==> src/rtl/core/pmu_pkg.sv <==
// Shared types and constants for the pheromone matrix update block.
package pmu_pkg;

	localparam logic [2:0] CMD_INIT  = 3'd0;
	localparam logic [2:0] CMD_LOCAL = 3'd1;
	localparam logic [2:0] CMD_EVAP  = 3'd2;
	localparam logic [2:0] CMD_TOUR  = 3'd3;
	localparam logic [2:0] CMD_READ  = 3'd4;

	localparam logic [1:0] ST_OK    = 2'd0;
	localparam logic [1:0] ST_RANGE = 2'd1;
	localparam logic [1:0] ST_SAT   = 2'd2;

	localparam logic [1:0] REG_RATE  = 2'd0;
	localparam logic [1:0] REG_INIT  = 2'd1;
	localparam logic [1:0] REG_COUNT = 2'd2;

	localparam logic [16:0] RATE_ONE = 17'd65536;

	typedef struct packed {
		logic [2:0]  cmd;
		logic [4:0]  row;
		logic [4:0]  col;
		logic [5:0]  city_id;
		logic        first_of_tour;
		logic [31:0] tour_cost;
	} in_req_t;

	typedef struct packed {
		logic [31:0] level;
		logic [1:0]  status;
	} out_req_t;

	// classified request from the front end; indices are 6 bits to cover MAX_CITIES up to 64
	typedef struct packed {
		logic [2:0]  cmd;
		logic        bad;
		logic        first;
		logic [5:0]  row;
		logic [5:0]  col;
		logic [31:0] cost;
	} job_t;

endpackage

==> src/rtl/core/pmu_front.sv <==
// Front end: accepts requests, checks indices, tracks the previous tour city.
module pmu_front import pmu_pkg::*; #(
	parameter int MAX_CITIES = 32
) (
	input  logic          clk,
	input  logic          arst_n,
	input  logic          in_valid,
	output logic          in_ready,
	input  in_req_t       in_data,
	input  logic [6:0]    n_cities,
	output logic          job_valid,
	input  logic          job_ready,
	output job_t          job
);

	logic [5:0] prev_q;
	logic [6:0] k;
	logic       id_bad;
	job_t       j;

	logic [1:0] cnt_q;
	job_t       fifo_q [2];
	logic       wp_q, rp_q;

	assign in_ready = (cnt_q != 2'd2);
	assign k = {1'b0, in_data.city_id} - 7'd1;
	assign id_bad = (in_data.city_id == 6'd0) || ({1'b0, in_data.city_id} > n_cities);

	always_comb begin
		j = '0;
		j.cmd = in_data.cmd;
		j.first = in_data.first_of_tour;
		j.cost = in_data.tour_cost;
		j.row = {1'b0, in_data.row};
		j.col = {1'b0, in_data.col};
		case (in_data.cmd)
			CMD_LOCAL, CMD_READ: begin
				j.bad = ({2'b0, in_data.row} >= n_cities) || ({2'b0, in_data.col} >= n_cities);
			end
			CMD_TOUR: begin
				j.row = prev_q;
				j.col = k[5:0];
				j.bad = id_bad || (!in_data.first_of_tour && ({1'b0, prev_q} >= n_cities));
			end
			default: j.bad = 1'b0;
		endcase
	end

	wire push = in_valid && in_ready;
	wire pop  = job_valid && job_ready;

	always_ff @(posedge clk or negedge arst_n) begin
		if (!arst_n) begin
			prev_q <= '0;
			cnt_q <= '0;
			wp_q <= 1'b0;
			rp_q <= 1'b0;
		end else begin
			if (push && in_data.cmd == CMD_TOUR && !j.bad)
				prev_q <= k[5:0];
			if (push) wp_q <= ~wp_q;
			if (pop) rp_q <= ~rp_q;
			cnt_q <= cnt_q + {1'b0, push} - {1'b0, pop};
		end
	end

	always_ff @(posedge clk) begin
		if (push) fifo_q[wp_q] <= j;
	end

	assign job_valid = (cnt_q != 2'd0);
	assign job = fifo_q[rp_q];

	assert property (@(posedge clk) disable iff (!arst_n) cnt_q != 2'd3)
		else $error("queue count overflow");
	assert property (@(posedge clk) disable iff (!arst_n)
		(cnt_q == 2'd2) |-> !in_ready) else $error("accepted into full queue");
	assert property (@(posedge clk) disable iff (!arst_n)
		(cnt_q == 2'd0) |-> !job_valid) else $error("job from empty queue");
	assert property (@(posedge clk) disable iff (!arst_n)
		n_cities <= 7'(MAX_CITIES)) else $error("city count above maximum");

endmodule

==> config.mk <==
export PLATFORM = sky130hd
export DESIGN_NAME = pmu_front
export DESIGN_NICKNAME = d
export VERILOG_FILES = /design/src/rtl/core/pmu_pkg.sv /design/src/rtl/core/pmu_front.sv
export SDC_FILE = /design/constraint.sdc
export NUM_CORES = 1
export LEC_CHECK = 0
export ABC_CLOCK_PERIOD_IN_PS = 3500
export BUFFER_PORTS_ARGS = -buffer_cell sky130_fd_sc_hd__buf_2
export CORE_AREA = 2 2 82 123
export DETAILED_ROUTE_END_ITERATION = 8
export DIE_AREA = 0 0 84 125
export PLACE_DENSITY_LB_ADDON = 0.3
export SYNTH_ARGS = -nofsm -noshare
export SYNTH_HDL_FRONTEND = slang
export SYNTH_SLANG_ARGS = --single-unit
==> constraint.sdc <==
create_clock -name clk -period 3.5 [get_ports clk]
set_input_delay 1.05 -clock clk [delete_from_list [all_inputs] [get_ports clk]]
set_output_delay 1.05 -clock clk [all_outputs]
set_load 0.005 [all_outputs]
# After elaboration in Yosys (flattened, before gate mapping)
# Memory sizes are Yosys's and may differ from the RTL's.
# Cells that the tools add are included.
# totals
regBits	10
ramBits	98
inputBits	63
word_cells	35
n_memories	1
# classes
addsub	3
order_cmp	4
eq_ne	4
muxes	4
n_bitwise	2
reduce_logical	13
# memory_table
name	words	width	read_ports	rd_ports_with_merged_regs	wr	line	source
fifo_q	2	49	1	0	1	pmu_front.sv:22	job_t fifo_q [2];
# op_table
operator	n
5-bit by 7-bit >= comparator with 1-bit output	2
12-bit two-way mux	1
6-bit by 7-bit >= comparator with 1-bit output	1
6-bit by 7-bit greater-than comparator with 1-bit output	1
6-bit logical NOT	1
6-bit by 1-bit subtractor with 6-bit output, second input constant	1
1-bit logical AND	5
3-bit by 1-bit == test with 1-bit output, second input constant	1
3-bit by 2-bit == test with 1-bit output, second input constant	1
3-bit == test, second input constant	1
1-bit logical OR	3
2-bit by 1-bit adder with 2-bit output	1
1-bit logical NOT	2
1-bit two-way mux	2
2-bit inequality test, second input constant	1
1-bit inverter	2
1-bit one-hot mux with 2 select lines	1
2-bit nonzero test	1
2-bit OR reduction	1
2-bit by 1-bit subtractor with 2-bit output	1

# Longest topological paths before layout
# logic_depth
ltp_word	6
mapped_depth	7

# Worst setup path after synthesis
# OpenSTA, ideal clock, no wires.
# synth_timing
kind	input to register
startpoint	in in_valid
endpoint	mem fifo_q[0][0] (netlist bit), enable pin
setup_ns	0.456
arrival_ns	3.218
t_required_ns	3.044
path_slack_ns	-0.174
cell_stages	2
n_path_buf	0
path_cell_list	nand2_1 > nor2_1
# synth_between
elab_chain_cells	3
# synth_lines
element	line	source
start: declaration	pmu_front.sv:7	input logic in_valid,
1-bit logical AND	pmu_front.sv:49	wire push = in_valid && in_ready;
1-bit two-way mux	pmu_front.sv:68	if (push) fifo_q[wp_q] <= j;
1-bit two-way mux (not written as such)	pmu_front.sv:68	
end: declaration	pmu_front.sv:22	
# Every way passes these cells.

==> reports/qor.yml <==
clock_network:
  clk_pin_slew_ns: 0.06
  clock_path_buffers: 2
  cts_tree: "yes"
  clk_latency_ns: 0.34
  h-tree-depth: 3
  cts_resized: 0
  post_cts.repair.setup_buffers: 0
  cts_buffers: 9
  ctsRootBufferMaster: "clkbuf_16"
  holdBufCountCts: 0
  clkSinkCount: 108
sta:
  slew_headroom: 0.582
  rsz0062_at_grt: "no"
  fin_crit_sh: 0.739
  fin_tns_setup_ns: 0
  hold_viol_final: 0
  drv_slew: 0
  finalSetupViolCount: 0
  tightest_slew_ns: 0.627
  fmax_ghz: 0.386
  period_minus_slack_ns: 2.59
  fin_skew_ns: 0.00575
global_routing:
  grt_usage: 0.180
  antenna_found_initial: 0
  grt_pass1_vias: 3049
  grt_max_degree: 50
  grt-ovfl-total: 0
  grt_pass1_wl_um: 14600
floorplanning:
  start_util: 0.496
  die_w_um: 84
  num_io_pins: 114
  coreArea_um2: 9520
  die_y_um: 125
  dieArea_um2: 10500
  rows: 44
synthesis:
  synth_common_cells: "edfxtp_1, mux2_2, ha_1"
  yosysMostFrequentCell: "edfxtp_1"
  synth_edf_count: 98
  netlist.area_leader.share: 0.623
  syn_nets: 380
  yosysTopAreaCell: "edfxtp_1"
  ys_top_cells_by_area: "edfxtp_1, mux2_2, ha_1"
  ys_seq_elements: 108
  yosys_warnings: 0
  ys_async_sr_fraction: 0.0926
  syn_area_per_cell_um2: 16.2
  synth_flop_cell: "edfxtp_1"
  syn_area_um2: 4720
  synth_cell_types: 39
  ys_seq_area_frac: 0.676
  synth_cells: 291
route:
  drt_iter0_markers: 119
  num_vias: 2749
  via_per_inst: 5.17
  drc_errors: 0
  wl_per_cell_um: 16.8
  routed_wl_um: 8910
  ant_nets: 0
  dr.pass1.iters: 6
power:
  leakage_nw: 2.40
  total_power_mw: 4.30
  ir_drop_mv: 0.383
  power_density_nw_per_um2: 738
critical_path:
  cp_max_fo: 49
  path_buf_inv: 2
  criticalPathCategory: "reg -> out"
  cp.required_ns: 2.45
  worstPathArrival_ns: 1.54
  cp-end-kind: "output pin"
  crit_path_max_incr_delay_ns: 0.40
  cp_slowest_cell: "dfrtp_2"
  path_delay_family: "flip-flops"
  cp_cell_sequence: "buf_12 -> mux2_2 -> buf_2"
  critPathLaunchType: "flop"
placement:
  dp.cells: 516
  placed_area_um2: 5490
  dpl.hpwl_um: 6680
  port-buffer-count: 113
  place.gp.congestion: 0.846
final_layout:
  postLayoutCoreUtil: 0.612
  area.sequential_um2: 3190
  multiInputGateArea_um2: 1450
  layout-drive-gt1-share: 0.458
  layout.nets: 501
  n_fill_cell: 760
  design_area_um2: 5830
  fin_cells: 532
  syn_to_final_growth_pct: 23.4
  n_antenna_cell: 0
min_path:
  hp-class: "reg -> reg"
run_status:
  status: "complete, no violations"
flow_run:
  cap_viol_max_count: 0
[worst reg2reg max path: cells and delay by family (launching register included)]
kind	cells	cell delay, ns
compound gates	4	0.77
flops	1	0.36
buf+inv	1	0.12
simple gates	1	0.12
fa+ha+maj	1	0.24
[power breakdown]
group	internal [mW]	switching, mW
Sequential	1.78	0.101
Combinational	0.648	0.643
Clock	0.716	0.414
Total	3.15	1.16
[kinds of logic after synthesis]
logic type,Yosys count,synth area share
flops,108,0.676
xor+xnor,9,0.0167
mux,55,0.130
fa+ha+maj,26,0.0689
compound gates,29,0.0445
simple gates,40,0.0453
buf+inv,24,0.0193
[state kept, by name (all words and copies together) (netlist names)]
name / count
fifo_q: 98
prev_q: 6
cnt_q: 2
rp_q: 1
wp_q: 1
[metrics by stage]
step	worst slack (ns)	hold slack [ns]
4_1_cts	0.872	0.523
2_1_floorplan	0.641	0.479
3_3_place_gp	0.815	0.489
6_report	0.912	0.527
5_1_grt	0.859	0.530
3_5_place_dp	0.751	0.512
[worst paths after layout]
check                                 to  depth (start not counted)  startpoint  slack, ns
setup / recovery                 job[35]                          3        rp_q       0.91
hold / removal                      rp_q                          1        rp_q       0.53
setup reg to reg           fifo_q[0][45]                          7   prev_q[0]       1.63
hold reg to reg                     rp_q                          1        rp_q       0.53
max in group asynchronous           rp_q                          1      arst_n       2.72
min in group asynchronous       cnt_q[0]                          1      arst_n       0.56
[final cells by class]
class / count / area share
flip-flops and latches: 108 / 0.548
multi-input cells: 159 / 0.248
repair buffers: 118 / 0.110
clock buffers: 11 / 0.0416
well taps: 115 / 0.0247
clock inverters: 5 / 0.0172
inverters: 16 / 0.0103
[routing by layer]
metal / vias up / part of all wire / track usage
met4: 0 / 0.031 / 0.0911
met3: 18 / 0.041 / 0.0337
met5: - / 0 / 0
met2: 84 / 0.54 / 0.320
met1: 1305 / 0.39 / 0.204
li1: 1342 / - / -
[cell usage in the layout, fill, tap and decap left out, types with 6 or more instances in the layout]
| master | Yosys | routed |
|---|---|---|
| buf_2 | 1 | 113 |
| clkbuf_16 | 0 | 9 |
| dfrtp_1 | 10 | 9 |
| edfxtp_1 | 98 | 98 |
| ha_1 | 26 | 26 |
| inv_1 | 16 | 16 |
| mux2_2 | 49 | 49 |
| mux2i_1 | 6 | 6 |
| nand2_1 | 13 | 13 |
| nor2_1 | 7 | 6 |
| o21ai_0 | 12 | 12 |
| xnor2_1 | 6 | 6 |
Note: power is estimated with default switching activity, not from simulation.
